--- src/wsc_pkg.sv ---
// shared types and constants of the wavetable sound channel
package wsc_pkg;

    localparam int WAVE_BYTES = 16;
    localparam int WAVE_AW    = $clog2(WAVE_BYTES);

    typedef enum logic [1:0] {
        OP_TICK  = 2'd0,
        OP_CTRL  = 2'd1,
        OP_WAVE  = 2'd2,
        OP_NONE  = 2'd3
    } op_t;

    typedef enum logic [3:0] {
        REG_ENABLE  = 4'd0,
        REG_LENGTH  = 4'd1,
        REG_VOLUME  = 4'd2,
        REG_FREQ_LO = 4'd3,
        REG_FREQ_HI = 4'd4
    } ctrl_reg_t;

    localparam logic [13:0] TIMER_RESET = 14'd4096;
    localparam logic [11:0] PERIOD_BASE = 12'd2048;

endpackage

--- src/wavetable_sound_channel.sv ---
// wavetable sound channel top level: control state, wave ram and result pipeline
//
// Wave sound channel that plays 32 four-bit samples stored in a 16-byte wave
// ram. Every input item is a timer tick of tick_count, a control register
// write, a wave ram byte write or no operation, and produces exactly one
// result item with the sample, the on flag and the play position as they
// stand after that item. The block takes one item per clock cycle while the
// output is not stalled; a result passes through the synchronous wave ram
// read stage and then the output register. The scalar state (timer, period,
// volume, position, on flag) is updated in the accept cycle, so back-to-back
// items see each other at once. A wave ram write and a read of the same byte
// in the same cycle are forwarded. The wave ram reads as zero after reset
// through a per-byte written flag, so no clearing pass is needed and items
// are taken straight after reset.
module wavetable_sound_channel
    import wsc_pkg::*;
(
    input  logic       clk,
    input  logic       rst_n,

    input  logic       in_valid,
    output logic       in_stall,
    input  logic [1:0] operation,
    input  logic [3:0] reg_index,
    input  logic [7:0] write_data,
    input  logic [5:0] tick_count,

    output logic       out_valid,
    input  logic       out_stall,
    output logic [3:0] sample,
    output logic       channel_on,
    output logic [4:0] wave_position
);

    // wave ram and per-byte written flags
    logic [7:0]            wave_mem [WAVE_BYTES];
    logic [WAVE_BYTES-1:0] wave_vld_reg;

    // channel state
    logic        on_reg,     on_next;
    logic [1:0]  vol_reg,    vol_next;
    logic [10:0] period_reg, period_next;
    logic [13:0] timer_reg,  timer_next;
    logic [4:0]  pos_reg,    pos_next;

    // read stage
    logic        s1_valid_reg;
    logic        s1_on_reg;
    logic [1:0]  s1_vol_reg;
    logic [4:0]  s1_pos_reg;
    logic [7:0]  rd_data_reg;
    logic        rd_vld_reg;
    logic        fwd_reg;
    logic [7:0]  fwd_data_reg;

    // output register
    logic        out_valid_reg;
    logic [3:0]  sample_reg;
    logic        on_out_reg;
    logic [4:0]  pos_out_reg;

    logic        accept;
    logic        out_load;
    logic        s1_adv;
    op_t         op;
    logic        wave_wr;
    logic [WAVE_AW-1:0] wr_addr;
    logic [WAVE_AW-1:0] rd_addr;
    logic [12:0] reload;
    logic [14:0] diff;
    logic [14:0] wrapped;
    logic [7:0]  s1_byte;
    logic [3:0]  s1_nib;
    logic [3:0]  s1_sample;

    // handshake: output register frees when empty or taken, read stage follows
    assign out_load = !out_valid_reg || !out_stall;
    assign s1_adv   = s1_valid_reg && out_load;
    assign in_stall = s1_valid_reg && !out_load;
    assign accept   = in_valid && !in_stall;

    assign op      = op_t'(operation);
    assign wave_wr = accept && (op == OP_WAVE);
    assign wr_addr = reg_index[WAVE_AW-1:0];

    // next channel state for the accepted item
    always_comb
    begin
        on_next     = on_reg;
        vol_next    = vol_reg;
        period_next = period_reg;
        timer_next  = timer_reg;
        pos_next    = pos_reg;
        reload      = 13'd0;
        diff        = 15'd0;
        wrapped     = 15'd0;
        case (op)
            OP_TICK:
            begin
                // signed 15-bit timer arithmetic; a deficit past the reload
                // value saturates at zero
                diff   = {1'b0, timer_reg} - {9'd0, tick_count};
                reload = {(PERIOD_BASE - {1'b0, period_reg}), 1'b0};
                if (diff[14])
                begin
                    wrapped    = diff + {2'b00, reload};
                    timer_next = wrapped[14] ? 14'd0 : wrapped[13:0];
                    pos_next   = pos_reg + 5'd1;
                end
                else
                begin
                    timer_next = diff[13:0];
                end
            end
            OP_CTRL:
            begin
                case (ctrl_reg_t'(reg_index))
                    REG_ENABLE:  on_next = write_data[7];
                    REG_LENGTH:  on_next = 1'b1;
                    REG_VOLUME:  vol_next = write_data[6:5];
                    REG_FREQ_LO: period_next = {period_reg[10:8], write_data};
                    REG_FREQ_HI:
                    begin
                        period_next = {write_data[2:0], period_reg[7:0]};
                        if (write_data[7])
                        begin
                            // trigger reloads from the period just written
                            reload     = {(PERIOD_BASE - {1'b0, period_next}), 1'b0};
                            on_next    = 1'b1;
                            timer_next = {1'b0, reload};
                            pos_next   = 5'd0;
                        end
                    end
                    default: ;
                endcase
            end
            default: ;
        endcase
    end

    // sample byte comes from the position after this item
    assign rd_addr = pos_next[4:1];

    always_ff @(posedge clk or negedge rst_n)
    begin
        if (!rst_n)
        begin
            on_reg        <= 1'b0;
            vol_reg       <= 2'd0;
            period_reg    <= 11'd0;
            timer_reg     <= TIMER_RESET;
            pos_reg       <= 5'd0;
            wave_vld_reg  <= '0;
            s1_valid_reg  <= 1'b0;
            out_valid_reg <= 1'b0;
        end
        else
        begin
            if (accept)
            begin
                on_reg     <= on_next;
                vol_reg    <= vol_next;
                period_reg <= period_next;
                timer_reg  <= timer_next;
                pos_reg    <= pos_next;
            end
            if (wave_wr)
                wave_vld_reg[wr_addr] <= 1'b1;
            if (accept)
                s1_valid_reg <= 1'b1;
            else if (s1_adv)
                s1_valid_reg <= 1'b0;
            if (out_load)
                out_valid_reg <= s1_valid_reg;
        end
    end

    // wave ram write port
    always_ff @(posedge clk)
    begin
        if (wave_wr)
            wave_mem[wr_addr] <= write_data;
    end

    // wave ram read port and read stage payload
    always_ff @(posedge clk)
    begin
        if (accept)
        begin
            rd_data_reg  <= wave_mem[rd_addr];
            rd_vld_reg   <= wave_vld_reg[rd_addr];
            fwd_reg      <= wave_wr && (wr_addr == rd_addr);
            fwd_data_reg <= write_data;
            s1_on_reg    <= on_next;
            s1_vol_reg   <= vol_next;
            s1_pos_reg   <= pos_next;
        end
    end

    // nibble select and volume shift
    always_comb
    begin
        if (fwd_reg)
            s1_byte = fwd_data_reg;
        else if (rd_vld_reg)
            s1_byte = rd_data_reg;
        else
            s1_byte = 8'd0;
        s1_nib = s1_pos_reg[0] ? s1_byte[3:0] : s1_byte[7:4];
        if (!s1_on_reg || (s1_vol_reg == 2'd0))
            s1_sample = 4'd0;
        else
            s1_sample = s1_nib >> (s1_vol_reg - 2'd1);
    end

    always_ff @(posedge clk)
    begin
        if (out_load && s1_valid_reg)
        begin
            sample_reg  <= s1_sample;
            on_out_reg  <= s1_on_reg;
            pos_out_reg <= s1_pos_reg;
        end
    end

    assign out_valid     = out_valid_reg;
    assign sample        = sample_reg;
    assign channel_on    = on_out_reg;
    assign wave_position = pos_out_reg;

    // a result of a channel that is off carries a silent sample
    assert property (@(posedge clk) disable iff (!rst_n)
        out_valid && !channel_on |-> sample == 4'd0)
        else $error("sample not silent while channel off");

    // a trigger write restarts the channel at position zero
    assert property (@(posedge clk) disable iff (!rst_n)
        accept && (op == OP_CTRL) && (reg_index == REG_FREQ_HI) && write_data[7]
        |=> on_reg && (pos_reg == 5'd0))
        else $error("trigger did not restart the channel");

    // a full pipeline with a stalled output holds off new items
    assert property (@(posedge clk) disable iff (!rst_n)
        s1_valid_reg && out_valid && out_stall |-> in_stall)
        else $error("item accepted into a full pipeline");

    // the timer never exceeds its largest reload value
    assert property (@(posedge clk) disable iff (!rst_n)
        timer_reg <= TIMER_RESET)
        else $error("frequency timer out of range");

endmodule
--- config.mk ---
export PLATFORM = sky130hd
export DESIGN_NAME = wavetable_sound_channel
export DESIGN_NICKNAME = d
export VERILOG_FILES = /design/src/wsc_pkg.sv /design/src/wavetable_sound_channel.sv
export SDC_FILE = /design/constraint.sdc
export NUM_CORES = 1
export LEC_CHECK = 0
export ABC_AREA = 1
export BUFFER_PORTS_ARGS = -buffer_cell sky130_fd_sc_hd__buf_2
export CORE_MARGIN = 1.5
export CORE_UTILIZATION = 37
export DETAILED_ROUTE_END_ITERATION = 6
export PLACE_DENSITY = 0.51
export SKIP_CTS_REPAIR_TIMING = 1
export SLEW_MARGIN = 5
export SYNTH_ARGS = -nofsm -noshare
export SYNTH_HDL_FRONTEND = slang
export SYNTH_SLANG_ARGS = --single-unit
export TNS_END_PERCENT = 10
--- constraint.sdc ---
create_clock -name clk -period 3.6 [get_ports clk]
set_input_delay 0.18 -clock clk [delete_from_list [all_inputs] [get_ports clk]]
set_output_delay 0.18 -clock clk [all_outputs]
set_load 0.05 [all_outputs]
==> out/metrics.yaml, run 1 <==
worst_setup_path:
  crit_type: "flop to flop"
  critPathMaxFanout: 5
  rrSetupSlack_ps: 330
  cp-start-kind: "flop"
  cp-end-kind: "flop"
  timing.rr.end: "timer_reg[12]"
  ff2ff_path_depth: 21
  crit_required_ps: 4060
  r2r-start: "timer_reg[0]"
  critPathArrivalTime_ps: 3730
drt:
  drc_errors: 0
  drt_first_pass_iters: 5
  post_drt_wl_per_cell_um: 18.13
  via_per_inst: 5.022
  drtAntennaViolNets: 0
  dr_total_vias: 8150
  wirelength_um: 29420
  drt_iter0_markers: 493
pwr:
  ir_drop_v: 0.0002924
  power_frac_comb: 0.318
  switching_power_mw: 2.806
  p_leak_nw: 5.202
  internal-power_mw: 5.157
  clock_power_share: 0.304
  power_frac_seq: 0.378
  switching_share: 0.3524
  powerDensity_nw_per_um2: 645.3
global_routing:
  grt_pass1_vias: 8008
  overflow: 0
  grt_max_degree: 37
  antenna_found_initial: 1
  grt_pass1_wl_um: 46620
  grt.total_usage: 0.1977
synthesis:
  synth_area_leader_cell: "edfxtp_1"
  yosys_warnings: 0
  avgSynthCellArea_sq_um: 9.303
  synth-seq-cells: 215
  ys_seq_area_frac: 0.5679
  ys.flop_type: "edfxtp_1"
  postSynthCellCount: 1174
  synth_area_leaders: "edfxtp_1 (45%), dfrtp_1 (11%), nand2_1 (10%)"
  synth_edf_count: 164
  synth_top_area_share: 0.4509
  syn_nets: 1221
  ys_async_sr_fraction: 0.2372
  synth.cell_area_sq_um: 10920
  yosysUniqueCellTypes: 45
die:
  floorplan.die.height_um: 174.8
  start_util: 0.3785
  die-width_um: 174.8
  core_sq_um: 28860
  io-pin-count: 36
  rows: 62
  dieArea_sq_um: 30560
final_layout:
  stdcell_area_sq_um: 12340
  nFillCells: 2859
  drive_gt1_frac: 0.1042
  multi_input_area_sq_um: 4000
  nNetsFinal: 1266
  largest_reg_flops: 128
  area_growth_pct: 12.99
  seq_area_sq_um: 6202
sta:
  rsz0062_at_grt: "false"
  clock.fmax_ghz: 0.3061
  tightest_slew_ps: 1025
  period_share: 0.9074
  finalSetupViolations: 0
  finalClockSkew_ps: 23.19
  hold_viol: 0
  period_needed_ps: 3267
  fin_tns_setup_ps: 0
  maxSlewViolCount: 0
  slew_headroom: 0.3168
placement:
  routabilityCongestion: 0.8795
  dpl_cell_area_sq_um: 11510
  hpwl_um: 20180
  io_buffers: 35
clock_tree:
  htreeDepth: 1
  clockBufferDepth: 3
  root_buffer: "clkbuf_16"
  cts_inserted_buffers: 25
  cts_tree: "built"
  clkTransAtPathRegs_ps: 60
  clk_latency_ps: 530
  cts_sinks: 215
worst_hold_path:
  hp-class: "input pin to flop"
  min_to: "wave_vld_reg[8]"
  whs_path_depth: 3
  holdCritStartpoint: "reg_index[3]"
flow_run:
  drv_cap: 0
run_status:
  outcome: "complete, no violations"
-- cells in the final DEF (no fill, tap or decap), drive strengths merged, types with 3 or more instances in the layout --
| cell | n |
|---|---|
| nand4 | 11 |
| nor2 | 75 |
| or2 | 9 |
| clkinv | 16 |
| nand3b | 34 |
| buf | 56 |
| dlygate4sd3 | 3 |
| xor2 | 21 |
| nand2 | 302 |
| ha | 21 |
| a31oi | 6 |
| clkbuf | 29 |
| inv | 134 |
| o211ai | 3 |
| edfxtp | 164 |
| a21oi | 36 |
| dfrtp | 50 |
| nor3 | 12 |
| xnor2 | 5 |
| o21ai | 62 |
| nand3 | 174 |
-- power by group through the flow --
| stage | registers [mW] | logic (mW) | clock network (mW) |
|---|---|---|---|
| after floorplan | 3.07 | 1.82 | 0 |
| after global placement | 3.05 | 2.51 | 0 |
| after detailed placement | 3.06 | 2.49 | 0 |
| after CTS | 3.01 | 2.50 | 2.46 |
| after global routing | 3.03 | 2.88 | 2.56 |
| final | 3.01 | 2.53 | 2.42 |
-- routing by layer --
| metal | vias up | part of all wire | routed length [um] | global-route usage |
|---|---|---|---|---|
| met5 | - | 0 | 0 | 0 |
| met1 | 3881 | 0.47 | 13790 | 0.2799 |
| met4 | 0 | 0.023 | 688 | 0.05271 |
| met2 | 179 | 0.46 | 13680 | 0.3198 |
| li1 | 4048 | - | - | - |
| met3 | 42 | 0.043 | 1261 | 0.02546 |
-- stage by stage --
step | cells | hold WS, ps | util | setup slack (ps) | power, mW
2_1_floorplan | 1174 | -115.6 | - | 616.2 | 4.887
3_3_place_gp | 1573 | 354.9 | 0.3988 | 175.6 | 5.567
3_5_place_dp | 1573 | 367.5 | 0.3988 | 49.75 | 5.545
4_1_cts | 1619 | -196.0 | 0.4256 | 11.03 | 7.975
5_1_grt | 1623 | 50.30 | 0.4276 | 29.32 | 8.476
6_report | 1623 | 7.469 | 0.4276 | 333.4 | 7.963
-- cell type report --
cell class | count | share of cell area
tap | 384 | 0.03893
inverter | 135 | 0.04106
clock inverter | 17 | 0.01075
multi-input combinational | 783 | 0.3241
sequential | 215 | 0.5026
timing repair buffer | 59 | 0.03042
antenna | 1 | 0.0002028
clock buffer | 29 | 0.05191
-- worst max-delay path, cell delays in order, from the launching register on --
cell and delay [ps]:
dfrtp_1 360, inv_1 70, ha_1 130, inv_1 70, fa_2 390, nand2_2 130, nand2_1 150, o21ai_0 220
nand2_1 100, ha_1 340, nand2_1 80, nor2_1 140, nand3_1 120, nand3_1 100, nand2_1 80, nand2_1 120
nand2_2 120, nor2_4 160, nand3_1 110, nand2_1 80, nand2_1 50, nand2_1 60
-- kinds of logic after synthesis --
family / share of synthesized area
AND/OR/NAND/NOR: 0.2589
adder cells (fa/ha/maj): 0.02772
XOR/XNOR: 0.02085
buffers and inverters: 0.06816
flip-flops: 0.5679
AO/OA/AOI/OAI: 0.05648
-- worst max-delay path by stage --
stage | start | endpoint | cells after the start
floorplan | timer_reg[0] | timer_reg[7] | 21
global placement | timer_reg[0] | timer_reg[12] | 21
detailed placement | timer_reg[0] | timer_reg[12] | 21
CTS | timer_reg[0] | timer_reg[12] | 21
global route | timer_reg[2] | timer_reg[7] | 19
finish | timer_reg[0] | timer_reg[12] | 21
-- synthesized netlist by cell type (2+ instances only) --
library cell	count
buf_6	7
dfrtp_1	50
edfxtp_1	164
nand2_1	295
nor3_2	2
nand4_1	11
nor2_1	71
inv_2	7
a21oi_1	35
buf_1	2
ha_1	21
o211ai_1	3
a31oi_1	6
nor2_2	2
nor4_1	2
o21ai_1	3
nand2_2	6
nand3_1	171
xnor2_1	5
nor2_4	2
nand3_4	2
nor3_1	10
inv_1	126
xor2_1	21
o21ai_0	58
fa_1	2
or2_2	8
buf_4	4
clkinv_1	2
a32o_1	2
nand3b_1	34
buf_2	13
clkbuf_1	15
(Power assumes the default switching activity.)
==> inputs of run 2 (changes only) <==
--- a/config.mk
+++ b/config.mk
@@ -9,8 +9,10 @@
 export BUFFER_PORTS_ARGS = -buffer_cell sky130_fd_sc_hd__buf_2
 export CORE_MARGIN = 1.5
 export CORE_UTILIZATION = 37
+export CTS_CLUSTER_DIAMETER = 80
 export DETAILED_ROUTE_END_ITERATION = 6
 export PLACE_DENSITY = 0.51
+export RECOVER_POWER = 25
 export SKIP_CTS_REPAIR_TIMING = 1
 export SLEW_MARGIN = 5
 export SYNTH_ARGS = -nofsm -noshare
==> run 2 against run 1 <==
Compared with the run above:
- worst setup slack got worse by 5.5 ps
- first-iteration DRC count is 0.41% lower
- clock-buffer cell count did not move
- flip-flop and latch count unchanged
==> out/metrics.yaml, run 2 (synthesis results as in run 1) <==
run_status:
  outcome: "complete, no violations"
clock_tree:
  root_buffer: "clkbuf_16"
  clockBufferDepth: 3
  htreeDepth: 1
  clkTransAtPathRegs_ps: 60
  cts_sinks: 215
  clk_latency_ps: 530
  cts_inserted_buffers: 25
  cts_tree: "built"
pwr:
  power_frac_seq: 0.378
  clock_power_share: 0.304
  ir_drop_v: 0.0002923
  powerDensity_nw_per_um2: 645.8
  switching_power_mw: 2.806
  power_frac_comb: 0.318
  switching_share: 0.3524
  internal-power_mw: 5.156
  p_leak_nw: 5.179
worst_hold_path:
  hp-class: "input pin to flop"
final_layout:
  nNetsFinal: 1266
  nFillCells: 2863
  seq_area_sq_um: 6202
  drive_gt1_frac: 0.09774
  largest_reg_flops: 128
  mostFrequentLayoutCell: "nand2_1"
  most-common-layout-cells: "nand2_1 (293), nand3_1 (171), edfxtp_1 (164), inv_1 (126), nor2_1 (70)"
  stdcell_count: 1623
  multi_input_area_sq_um: 4000
  area_growth_pct: 12.88
die:
  io-pin-count: 36
  dieArea_sq_um: 30560
  floorplan.die.height_um: 174.8
  die-width_um: 174.8
  rows: 62
  core_sq_um: 28860
  start_util: 0.3785
placement:
  placedCellCount: 1573
  io_buffers: 35
  routabilityCongestion: 0.8795
  hpwl_um: 20180
sta:
  clock.fmax_ghz: 0.3056
  hold_viol: 0
  finalSetupViolations: 0
  maxSlewViolCount: 0
  tightest_slew_ps: 1379
  rsz0062_at_grt: "false"
  finalClockSkew_ps: 21.69
  period_share: 0.9089
  fin_tns_setup_ps: 0
  period_needed_ps: 3272
  slew_headroom: 0.08040
worst_setup_path:
  crit_required_ps: 4060
  cp-end-kind: "flop"
  critPathMaxFanout: 5
  cp-start-kind: "flop"
  crit_type: "flop to flop"
  critPathArrivalTime_ps: 3730
global_routing:
  grt_pass1_vias: 8008
  antenna_found_initial: 1
  grt_max_degree: 37
  overflow: 0
  grt_pass1_wl_um: 46620
  grt.total_usage: 0.1977
drt:
  post_drt_wl_per_cell_um: 18.16
  via_per_inst: 5.025
  dr_total_vias: 8156
  wirelength_um: 29470
  drt_iter0_markers: 491
  drt_first_pass_iters: 5
  drtAntennaViolNets: 0
  drc_errors: 0
flow_run:
  drv_cap: 0
==> run 2: cell types whose count changed in the layout (fill, tap and decap cells not counted) <==
cell      delta
clkbuf_1     +8
buf_4        -1
buf_2        -7
==> run 2: worst max-delay path: stages (launching register included) <==
cell     delay [ps]
dfrtp_1         400
ha_1            360
nand2_1          90
nand2_1         110
a21oi_4         190
nand2_1         170
o21ai_0         220
nand2_1         100
ha_1            340
nand2_1          80
nor2_1          140
nand3_1         120
nand3_1         100
nand2_1          80
nand2_1         130
nand2_2         120
nor2_4          160
nand3_1         110
nand2_1          80
nand2_1          50
nand2_1          60
==> run 2: area by class of cell <==
| class | count | share of cell area |
|---|---|---|
| flip-flops and latches | 215 | 0.5031 |
| clock inverters | 17 | 0.01076 |
| well taps | 384 | 0.03897 |
| diodes | 1 | 0.0002030 |
| multi-input cells | 783 | 0.3245 |
| repair buffers | 59 | 0.02943 |
| inverters | 135 | 0.04110 |
| clock buffers | 29 | 0.05196 |
==> run 2: metal layers <==
metal | routed length [um] | up-vias | part of all wire | global-route usage
met5 | 0 | - | 0 | 0
met4 | 688 | 0 | 0.023 | 0.05271
met3 | 1214 | 42 | 0.041 | 0.02546
met2 | 13650 | 176 | 0.46 | 0.3198
met1 | 13910 | 3892 | 0.47 | 0.2799
li1 | - | 4046 | - | -
==> run 2: path summary, 6_finish.rpt <==
path	slack, ps	start	depth (start not counted)	to
worst max-delay path	330	timer_reg[3]	20	timer_reg[12]
worst min-delay path	8	reg_index[3]	3	wave_vld_reg[8]
worst max register to register	330	timer_reg[3]	20	timer_reg[12]
max in group asynchronous	2480	rst_n	3	wave_vld_reg[12]
worst min register to register	420	s1_pos_reg[3]	0	wave_position[3]
min in group asynchronous	310	rst_n	2	out_valid
==> run 2: metrics by stage <==
step	hold slack [ps]	setup slack, ps	cell area, sq um	power (mW)	utilization
detailed placement	367.5	49.75	11510	5.545	0.3988
finish	8.045	327.9	12330	7.962	0.4272
floorplan	-115.6	616.2	10920	4.887	-
global route	50.30	29.32	12330	8.475	0.4272
global placement	354.9	175.6	11510	5.567	0.3988
CTS	-196.0	11.03	12280	7.975	0.4256
==> run 2: power by group through the flow <==
stage | Clock [mW] | Sequential [mW] | Combinational (mW)
global placement | 0 | 3.05 | 2.51
finish | 2.42 | 3.01 | 2.53
CTS | 2.46 | 3.01 | 2.50
global route | 2.56 | 3.04 | 2.88
floorplan | 0 | 3.07 | 1.82
detailed placement | 0 | 3.06 | 2.49
==> inputs of run 3 (changes only) <==
--- a/config.mk
+++ b/config.mk
@@ -7,12 +7,13 @@
 export LEC_CHECK = 0
 export ABC_AREA = 1
 export BUFFER_PORTS_ARGS = -buffer_cell sky130_fd_sc_hd__buf_2
-export CORE_MARGIN = 1.5
+export CORE_MARGIN = 5
 export CORE_UTILIZATION = 37
 export CTS_CLUSTER_DIAMETER = 80
 export DETAILED_ROUTE_END_ITERATION = 6
 export PLACE_DENSITY = 0.51
 export RECOVER_POWER = 25
+export REMOVE_ABC_BUFFERS = 1
 export SKIP_CTS_REPAIR_TIMING = 1
 export SLEW_MARGIN = 5
 export SYNTH_ARGS = -nofsm -noshare
==> run 3 against run 2 <==
Compared with the run above:
- non-clock buffer count fell by 3
- final area fell by 0.15%
- flip-flop and latch count did not move
- combinational power barely moved
- worst hold slack improved by 19 ps
- clock-buffer cell count rose by 7
- worst setup slack got worse by 41 ps
- largest cell class unchanged
==> out/metrics.yaml, run 3 (synthesis results as in run 1) <==
pwr:
  power_frac_seq: 0.381
  powerDensity_nw_per_um2: 642.3
  ir_drop_v: 0.0002999
  switching_power_mw: 2.781
  switching_share: 0.3517
  internal-power_mw: 5.125
  clock_power_share: 0.299
  p_leak_nw: 5.148
  power_frac_comb: 0.320
clock_tree:
  clkTransAtPathRegs_ps: 60
  clockBufferDepth: 3
  cts_tree: "built"
  cts_sinks: 215
  root_buffer: "clkbuf_16"
  htreeDepth: 1
  cts_inserted_buffers: 24
  clk_latency_ps: 520
placement:
  io_buffers: 35
  placedCellCount: 1576
  routabilityCongestion: 0.8578
  hpwl_um: 19520
die:
  start_util: 0.3715
  io-pin-count: 36
  dieArea_sq_um: 33050
  floorplan.die.height_um: 181.8
  die-width_um: 181.8
  core_sq_um: 29400
  rows: 63
final_layout:
  drive_gt1_frac: 0.09489
  area_growth_pct: 12.70
  nNetsFinal: 1262
  nFillCells: 2883
  largest_reg_flops: 128
  stdcell_count: 1623
  antenna_cells: 0
  fin_util: 0.4187
  mostFrequentLayoutCell: "nand2_1"
  most-common-layout-cells: "nand2_1 (293), nand3_1 (171), edfxtp_1 (164), inv_1 (126), nor2_1 (70)"
sta:
  maxSlewViolCount: 0
  finalClockSkew_ps: 13.06
  slew_headroom: 0.1670
  hold_viol: 0
  rsz0062_at_grt: "false"
  period_share: 0.9203
  clock.fmax_ghz: 0.3018
  finalSetupViolations: 0
  tightest_slew_ps: 1250
  period_needed_ps: 3313
  fin_tns_setup_ps: 0
global_routing:
  antenna_found_initial: 0
  grt.total_usage: 0.1724
  grt_pass1_vias: 7907
  grt_max_degree: 37
  grt_pass1_wl_um: 45260
  overflow: 0
worst_hold_path:
  holdCritStartpoint: "reg_index[3]"
  hp-class: "input pin to flop"
drt:
  dr_total_vias: 8125
  wirelength_um: 28890
  via_per_inst: 5.006
  drt_iter0_markers: 610
  post_drt_wl_per_cell_um: 17.80
  drc_errors: 0
  drt_first_pass_iters: 7
  drtAntennaViolNets: 0
flow_run:
  drv_cap: 0
worst_setup_path:
  slowest_stage: "dfrtp_1"
  crit_start: "timer_reg[2]"
  r2r-start: "timer_reg[2]"
  crit_required_ps: 4000
  crit_type: "flop to flop"
  path_buf_inv: 0
  critPathArrivalTime_ps: 3710
  cp-start-kind: "flop"
  cp-end-kind: "flop"
  critPathMaxFanout: 6
  path_delay_family: "simple AND/OR/NAND/NOR gates"
  crit_path_frequent_cell: "nand2_1"
  slowest_delay_ps: 410
  crit_chain: "ha_1, a21oi_1, o211ai_1, nand2_1, nand2_1, xor2_1, ha_1, nand2_1, a21oi_1, nor2_1, nand3_1, nand2_1, nand2_1, nand2_2, nor3_1, o21ai_0, nand2_1"
run_status:
  outcome: "complete, no violations"
==> run 3: changes by cell type in the layout (fill, tap and decap cells not counted), moves of 2 or more <==
cell,delta
clkbuf_1,+5
clkinv_1,-5
buf_4,-4
clkinv_2,-3
o21ai_0,+3
o21ai_1,-3
clkbuf_8,+2
clkinvlp_4,+2
==> run 3: metrics by stage <==
step	instance area [sq um]	power, mW	setup slack, ps	hold WS, ps
after floorplan	10680	4.842	-339.5	-115.6
after global placement	11510	5.544	188.7	333.4
after detailed placement	11510	5.530	74.00	355.4
after CTS	12260	7.921	47.81	-205.8
after global routing	12310	8.406	16.42	51.61
final	12310	7.906	286.9	26.84
==> run 3: worst paths after layout <==
kind | end | slack [ps] | depth (start not counted)
worst max-delay path | timer_reg[4] | 290 | 17
worst min-delay path | wave_vld_reg[8] | 30 | 3
worst max register to register | timer_reg[4] | 290 | 17
worst min register to register | wave_position[1] | 430 | 0
max in group asynchronous | timer_reg[12] | 2410 | 3
min in group asynchronous | out_valid | 310 | 2
==> run 3: metal layers <==
layer / up-vias / share of wire / GRT usage / wire (um)
met3: 40 / 0.047 / 0.01943 / 1347
li1: 4046 / - / - / -
met4: 0 / 0.021 / 0.04533 / 605
met1: 3839 / 0.47 / 0.2471 / 13560
met5: - / 0 / 0 / 0
met2: 200 / 0.46 / 0.2797 / 13380
==> run 3: cell type report <==
class / instances / area [sq um] / area share
sequential: 215 / 6202 / 0.5039
multi-input combinational: 783 / 4006 / 0.3255
clock buffer: 36 / 686.9 / 0.05580
inverter: 135 / 506.7 / 0.04117
tap: 390 / 488.0 / 0.03964
timing repair buffer: 56 / 352.8 / 0.02866
clock inverter: 8 / 66.31 / 0.005387
==> run 3: power groups by stage <==
stage	clock network [mW]	logic (mW)	registers, mW
global placement	0	2.49	3.05
global route	2.52	2.85	3.03
CTS	2.43	2.49	3.01
detailed placement	0	2.47	3.06
floorplan	0	1.77	3.07
finish	2.36	2.53	3.01
==> run 3: worst min-delay path, stage by stage <==
cell	delay [ps]
buf_2	140
nand2_1	90
o21ai_0	80
